[src/rtl/qbf_pkg.sv]
// Shared types, constants and arithmetic helpers for the quartic bond unit.
// No dependencies; imported by every module of the block.
package qbf_pkg;

  // Limb width of the partial-product multiplier
  localparam int LIMB_W = 32;

  // Saturation limit of the wide intermediates, 2^62
  localparam logic [62:0] LIM62 = 63'h4000_0000_0000_0000;

  // Register indexes of the configuration port
  localparam logic [1:0] CFG_HARMONIC = 2'd0;
  localparam logic [1:0] CFG_QUARTIC  = 2'd1;
  localparam logic [1:0] CFG_REST     = 2'd2;
  localparam logic [1:0] CFG_CUTOFF   = 2'd3;

  typedef struct packed {
    logic signed [31:0] sep_x;
    logic signed [31:0] sep_y;
    logic signed [31:0] sep_z;
  } qbf_in_t;

  typedef struct packed {
    logic signed [31:0] force_x;
    logic signed [31:0] force_y;
    logic signed [31:0] force_z;
    logic signed [31:0] bond_energy;
    logic               bond_broken;
  } qbf_out_t;

  // Magnitude of a 32-bit two's complement value
  function automatic logic [31:0] mag32(input logic [31:0] v);
    return v[31] ? 32'(-v) : v;
  endfunction

  // Round p / 2^s to nearest, ties away from zero, clamp to 2^62
  function automatic logic [62:0] round_sat(input logic [127:0] p, input logic [5:0] s);
    logic [127:0] t;
    t = (p + (128'(1) << (s - 6'd1))) >> s;
    if (t > 128'(LIM62)) begin
      return LIM62;
    end
    return t[62:0];
  endfunction

  // Sign and magnitude to 65-bit two's complement
  function automatic logic signed [64:0] to_s65(input logic neg, input logic [62:0] m);
    return neg ? -$signed(65'(m)) : $signed(65'(m));
  endfunction

endpackage

[src/rtl/qbf_mul.sv]
// Pipelined unsigned multiplier built from 32x32 limb products.
// Depends on qbf_pkg; three register stages, advances on en.
module qbf_mul #(
  parameter int A_W = 32,
  parameter int B_W = 32
) (
  input  logic               clk,
  input  logic               en,
  input  logic [A_W-1:0]     a,
  input  logic [B_W-1:0]     b,
  output logic [A_W+B_W-1:0] p
);
  import qbf_pkg::*;

  localparam int NA = (A_W + LIMB_W - 1) / LIMB_W;
  localparam int NB = (B_W + LIMB_W - 1) / LIMB_W;
  localparam int PW = A_W + B_W;

  logic [NA*LIMB_W-1:0] a_ext;
  logic [NB*LIMB_W-1:0] b_ext;
  logic [2*LIMB_W-1:0]  pp [NA][NB];
  logic [PW-1:0]        row_sum [NA];
  logic [PW-1:0]        row [NA];
  logic [PW-1:0]        p_next;

  assign a_ext = (NA*LIMB_W)'(a);
  assign b_ext = (NB*LIMB_W)'(b);

  // Form limb products
  always_ff @(posedge clk) begin
    if (en) begin
      for (int i = 0; i < NA; i++) begin
        for (int j = 0; j < NB; j++) begin
          pp[i][j] <= a_ext[i*LIMB_W +: LIMB_W] * b_ext[j*LIMB_W +: LIMB_W];
        end
      end
    end
  end

  // Sum each row of limb products
  always_comb begin
    for (int i = 0; i < NA; i++) begin
      row_sum[i] = '0;
      for (int j = 0; j < NB; j++) begin
        row_sum[i] = row_sum[i] + (PW'(pp[i][j]) << (j*LIMB_W));
      end
    end
  end

  // Combine the rows
  always_comb begin
    p_next = '0;
    for (int i = 0; i < NA; i++) begin
      p_next = p_next + (row[i] << (i*LIMB_W));
    end
  end

  always_ff @(posedge clk) begin
    if (en) begin
      row <= row_sum;
      p   <= p_next;
    end
  end

endmodule

[config.mk]
export PLATFORM = sky130hd
export DESIGN_NAME = qbf_mul
export DESIGN_NICKNAME = d
export VERILOG_FILES = /design/src/rtl/qbf_pkg.sv /design/src/rtl/qbf_mul.sv
export SDC_FILE = /design/constraint.sdc
export NUM_CORES = 2
export LEC_CHECK = 0
export BUFFER_PORTS_ARGS = -buffer_cell sky130_fd_sc_hd__buf_2
export CAP_MARGIN = 20
export CORE_MARGIN = 8
export CORE_UTILIZATION = 55
export CTS_CLUSTER_SIZE = 8
export DETAILED_ROUTE_END_ITERATION = 16
export PLACE_DENSITY = 0.8
export SLEW_MARGIN = 10
export SYNTH_ARGS = -nofsm -noshare
export SYNTH_HDL_FRONTEND = slang
export SYNTH_SLANG_ARGS = --single-unit
[constraint.sdc]
create_clock -name clk -period 7.5 [get_ports clk]
set_input_delay 1.125 -clock clk [delete_from_list [all_inputs] [get_ports clk]]
set_output_delay 1.125 -clock clk [all_outputs]
set_load 0.02 [all_outputs]
# Yosys cells after proc, flatten, opt, wreduce, memory -nomap -nowiden
# Memories as Yosys holds them, arrays and structs flattened. A register that Yosys moved wholly into a read port is not among the register bits.
# Cells that the tools add are included.
[word_totals] mem_count=1 in_bits=66 output_inout_bits=64 ramBits=64 elab_cells=5 reg_bits=64
[op_classes] muxes=2 mul=1
[memory_table] memory="pp" depth=1 width=64 read_ports=1 rd_clocked_by_memory_dff=1 wr=1 line="qbf_mul.sv:21" source="logic [2*LIMB_W-1:0] pp [NA][NB];"
[ops] operator="$mul 32x32->64" count=1
[ops] operator="$mux 1" count=2

# Logic depth before layout (Yosys ltp)
[logic_depth] word_depth=2 ltp_mapped=30 depth_no_buf=28

# Least setup slack after synthesis
# OpenSTA, ideal clock, no wires.
[synth_timing] path_kind="input-to-reg" start="input port b[17]" end="memory pp[0][62] (netlist bit) (data pin)" required_ns=7.238 arrival_time_ns=7.809 path_stages=26 slack_ns=-0.570 cell_sequence="clkbuf_1 and2_1 fa_1 inv_1 fa_1 inv_1 fa_1 inv_1 fa_1 inv_1 fa_1 fa_1 fa_1 fa_1 ha_1 buf_2 a21oi_1 o21ai_1 a2111oi_0 o21bai_1 a221oi_1 o221ai_1 a311o_1 a21oi_1 o21ai_1 xor2_1"
[synth_via] elab_chain_cells=1
[synth_rtl] item="from (decl)" line="qbf_mul.sv:10" source="input logic [B_W-1:0] b,"
[synth_rtl] item="$mul 32x32->64" line="qbf_mul.sv:34" source="pp[i][j] <= a_ext[i*LIMB_W +: LIMB_W] * b_ext[j*LIMB_W +: LIMB_W];"
[synth_rtl] item="to (decl)" line="qbf_mul.sv:21"
# No other way between the ends.

# Worst setup path in the final report
[layout_timing] start="input port a[18]" end="memory pp[0][56] (netlist bit) (data pin)"
[layout_via] elab_chain_cells=1
[layout_rtl] item="from (decl)" line="qbf_mul.sv:9" source="input logic [A_W-1:0] a,"
[layout_rtl] item="$mul 32x32->64" line="qbf_mul.sv:34"
# No other way between the ends.

==> summary by stage <==
Outcome
The run finished, with violations left. The final reports fail on negative setup slack.

Layout
The area of combinational cells with multiple inputs is 0.0302 mm^2. The most frequent standard cell in the layout excluding fill and tap cells is sky130_fd_sc_hd__fa_1. The number of fillers in the final layout is 5194. The sequential cell area in the final layout is 0.00577 mm^2. In the final design database the tool counted 5442 nets.

Cells fill 64.9% of the core in the end. Cells with a size suffix above 1 make up 18.7% of the layout. The area growth from synthesis to layout is 16.6%. The library cells used most frequently in the layout, excluding fill and tap cells, are 844 x sky130_fd_sc_hd__fa_1, 838 x sky130_fd_sc_hd__inv_1, 568 x sky130_fd_sc_hd__and2_1.

GRT
The total global-route track usage is 24.6%. Entering global routing, the biggest net connects 122 pins. The first-pass GRT wire length is 156000 um. The initial antenna violation count came to 2. The via count of the first global-routing pass was 30000. The overall overflow remaining after global route is 0.

Hold path
The launch instance of the worst min-delay path is pp[0][7]. The worst hold path belongs to the class register to register.

Yosys
Synthesis produced a netlist with a net count of 5104. In this run the mean area of a mapped cell was 10.1 um^2. The synthesis-stage register bit count is 192.

The distinct cell type count after synthesis is 56. The post-synth design cell area is 0.0391 mm^2. In the synthesized netlist the dominant register cell turns out to be sky130_fd_sc_hd__edfxtp_1. The share of synthesized area occupied by flip-flops and latches is 14.8%. During synthesis, Yosys emitted a total of 0 warnings. The number of enable flip-flop cells after synthesis is 192. The gate count after technology mapping is 3879. After synthesis, the share of flip-flops with an asynchronous set or reset is 0%.

Setup path
In this run the critical register-to-register path is launched from pp[0][61]. The critical path crosses 24 cells after its start point. The critical path starts at a[18]. The cell family contributing the most delay on the critical path is adder cells. In this run the worst path has a maximum fanout of 6. The kind of critical path is input pin to register. Data on the critical path arrives at its endpoint at 7.85 ns. The required time reported for the critical path endpoint is 7.68 ns. STA classifies the critical path startpoint as an input pin. The signal on the critical path passes through buf_12 > buf_6 > and2_4 > fa_1 > inv_1 > fa_1 > fa_1 > fa_1 > inv_1 > fa_1 > fa_1 > fa_1 > fa_1 > ha_4 > a21oi_1 > o21ai_2 > or3b_4 > a21oi_4 > a311oi_4 > o311ai_4 > a41oi_2 > and3_4 > nor2_2 > xor2_2.

The total buffers and inverters traversed by the critical path is 4. The register-to-register setup slack is 6.82 ns. The worst flop-to-flop path endpoint is row[61]. The cell with the most instances on the worst path is sky130_fd_sc_hd__fa_1. The end of the critical path is pp[0][56]. For this run, the slowest stage of the critical path takes 0.59 ns. The kind of end point of the critical path is a register.

Counting cells, the worst reg-to-reg path comes to 0. The slowest library cell on the worst path is sky130_fd_sc_hd__fa_1.

CTS
The insertion delay to the later sink of the worst-skew pair is 0.43 ns. The clock tree synthesis step divided the H-tree into 4 levels. Counting every sink on the clock net gives 192. In this run the deepest clock path goes through 2 buffers. The TritonCTS clock tree is done.

The clock-pin slew on the worst setup and hold paths is 0.08 ns. The clock buffer count from CTS is 17. The tree is rooted in a sky130_fd_sc_hd__clkbuf_16.

Floorplan
Once the floorplan was initialized, standard cells occupied 55.7% of the core. The floorplan die area is 0.0798 mm^2. The cell row count is 97.

For this design the top-level I/O count stands at 130. The die is 283 um wide. The area of the core is 0.0701 mm^2. The die span in y is 283 um.

STA
The headroom to the max-slew limit is 39.7%. The final number of hold-violating endpoints is 0. At the pin with the least slew margin, the transition time is 0.904 ns. Setup repair after global routing could not meet its margin everywhere.

The worst setup skew after layout is 0.00797 ns. After layout, the worst path uses 102% of the clock period. Across all setup checks in the final design, the least slack found is -0.162 ns. Setup violations remaining at the end of the flow were counted as 9. Timing would allow up to 0.131 GHz. Setup total negative slack on the finished layout was measured at -0.700 ns. The number of slew-limit violations in the final report is 0. The time the final worst path needs with I/O delays and setup is 7.66 ns.

Routing
The aggregate routed wire length is 97000 um. The via density per instance is 5.30. Across all layers, the routed design uses 27400 vias. For this run, design rule violations remaining after detail routing come to 0. The number of DRC violations after detailed-routing iteration 0 is 1939. The routed length per placed instance is 18.8 um. The count of nets left with antenna violations once routing finished came out at 0.

The first-pass iteration count of the detailed router is 8.

Place
The final RePlAce weighted congestion is 0.951. The detailed placement HPWL is 82800 um. Input and output buffers added on the ports amount to 129.

Job
The number of violations of the max-capacitance limit is 0.
## stage by stage
stage / area (um^2) / setup WS, ns / std cells / hold WS, ns
floorplan: 39300 / -0.324 / 3879 / 0.400
global placement: 43200 / -0.736 / 5109 / 0.401
detailed placement: 43200 / -0.867 / 5109 / 0.405
CTS: 44600 / -0.260 / 5155 / 0.419
global route: 45600 / -0.310 / 5171 / 0.426
finish: 45600 / -0.162 / 5171 / 0.420
## synthesized netlist by cell type, types with 2 or more instances
cell                        count  area, um^2
sky130_fd_sc_hd__nand2b_1       3        18.8
sky130_fd_sc_hd__o211ai_1       2        15.0
sky130_fd_sc_hd__or3_1          2        12.5
sky130_fd_sc_hd__a41oi_1        3        26.3
sky130_fd_sc_hd__buf_2          8        40.0
sky130_fd_sc_hd__a21boi_0       4        30.0
sky130_fd_sc_hd__a311o_1        2        20.0
sky130_fd_sc_hd__o21a_1         5        37.5
sky130_fd_sc_hd__and3_1         9        56.3
sky130_fd_sc_hd__nand4_1       24         150
sky130_fd_sc_hd__fa_1         896       17900
sky130_fd_sc_hd__o31ai_1        2        15.0
sky130_fd_sc_hd__a21oi_1       73         365
sky130_fd_sc_hd__nand2_1      468        1760
sky130_fd_sc_hd__buf_4          3        22.5
sky130_fd_sc_hd__inv_1        862        3240
sky130_fd_sc_hd__a2111oi_0      2        17.5
sky130_fd_sc_hd__a21o_1        32         240
sky130_fd_sc_hd__xor2_1        26         228
sky130_fd_sc_hd__clkbuf_1     211         792
sky130_fd_sc_hd__clkbuf_2       2        10.0
sky130_fd_sc_hd__nand3_1       16        80.1
sky130_fd_sc_hd__o21ai_1       10        50.1
sky130_fd_sc_hd__o21bai_1      14         105
sky130_fd_sc_hd__edfxtp_1     192        5770
sky130_fd_sc_hd__xnor2_1       37         324
sky130_fd_sc_hd__nor2b_1        7        43.8
sky130_fd_sc_hd__nor3_1         6        30.0
sky130_fd_sc_hd__o221ai_1       2        17.5
sky130_fd_sc_hd__o21ai_0       30         150
sky130_fd_sc_hd__nor2_1        31         116
sky130_fd_sc_hd__ha_1         263        3290
sky130_fd_sc_hd__and2_1       601        3760
sky130_fd_sc_hd__a31oi_1        9        56.3
## state kept, by name, summed over array words and instances, names as in the netlist
signal,flops
row,64
pp,64
p,64
## worst min-delay path by stage
stage	to	depth (start not counted)
after floorplan	p[0]	0
after global routing	p[53]	0
after CTS	row[7]	0
after detailed placement	p[19]	0
final	row[7]	0
after global placement	p[0]	0
## per-layer routing
layer / global-route usage [%] / up-vias / routed length, um
met4: 6.44 / 0 / 2510
met5: 0 / - / 0
met2: 40.3 / 1087 / 46500
li1: - / 12100 / -
met3: 7.28 / 168 / 9480
met1: 32.1 / 14000 / 38600
## area by class of cell
type,count,area share (%)
Sequential cell,192,12.7
Clock inverter,15,0.423
Timing Repair Buffer,543,10.0
Tap cell,940,2.58
Multi-Input combinational cell,2601,66.3
Antenna cell,1,0.00549
Clock buffer,17,0.934
Inverter,862,7.10
## timing repair
| item | in CTS | in global routing |
|---|---|---|
| hold buffers | 0 | 0 |
| gates resized for setup | 187 | 211 |
| pin swaps | 124 | 101 |
| gates cloned | 0 | 3 |
| setup buffers | 15 | 14 |
| setup endpoints to repair | 24 | 29 |
## kinds of logic after synthesis
logic type      count (synthesis)  share of synthesized area, %
flops                         192                          14.8
buf+inv                      1086                          10.5
xor+xnor                       63                          1.41
compound gates                206                          3.46
fa+ha+maj                    1159                          54.3
simple gates                 1173                          15.6
Power is not shown: default switching activity piles up to over one toggle a cycle in this logic, so the estimate is an artifact.
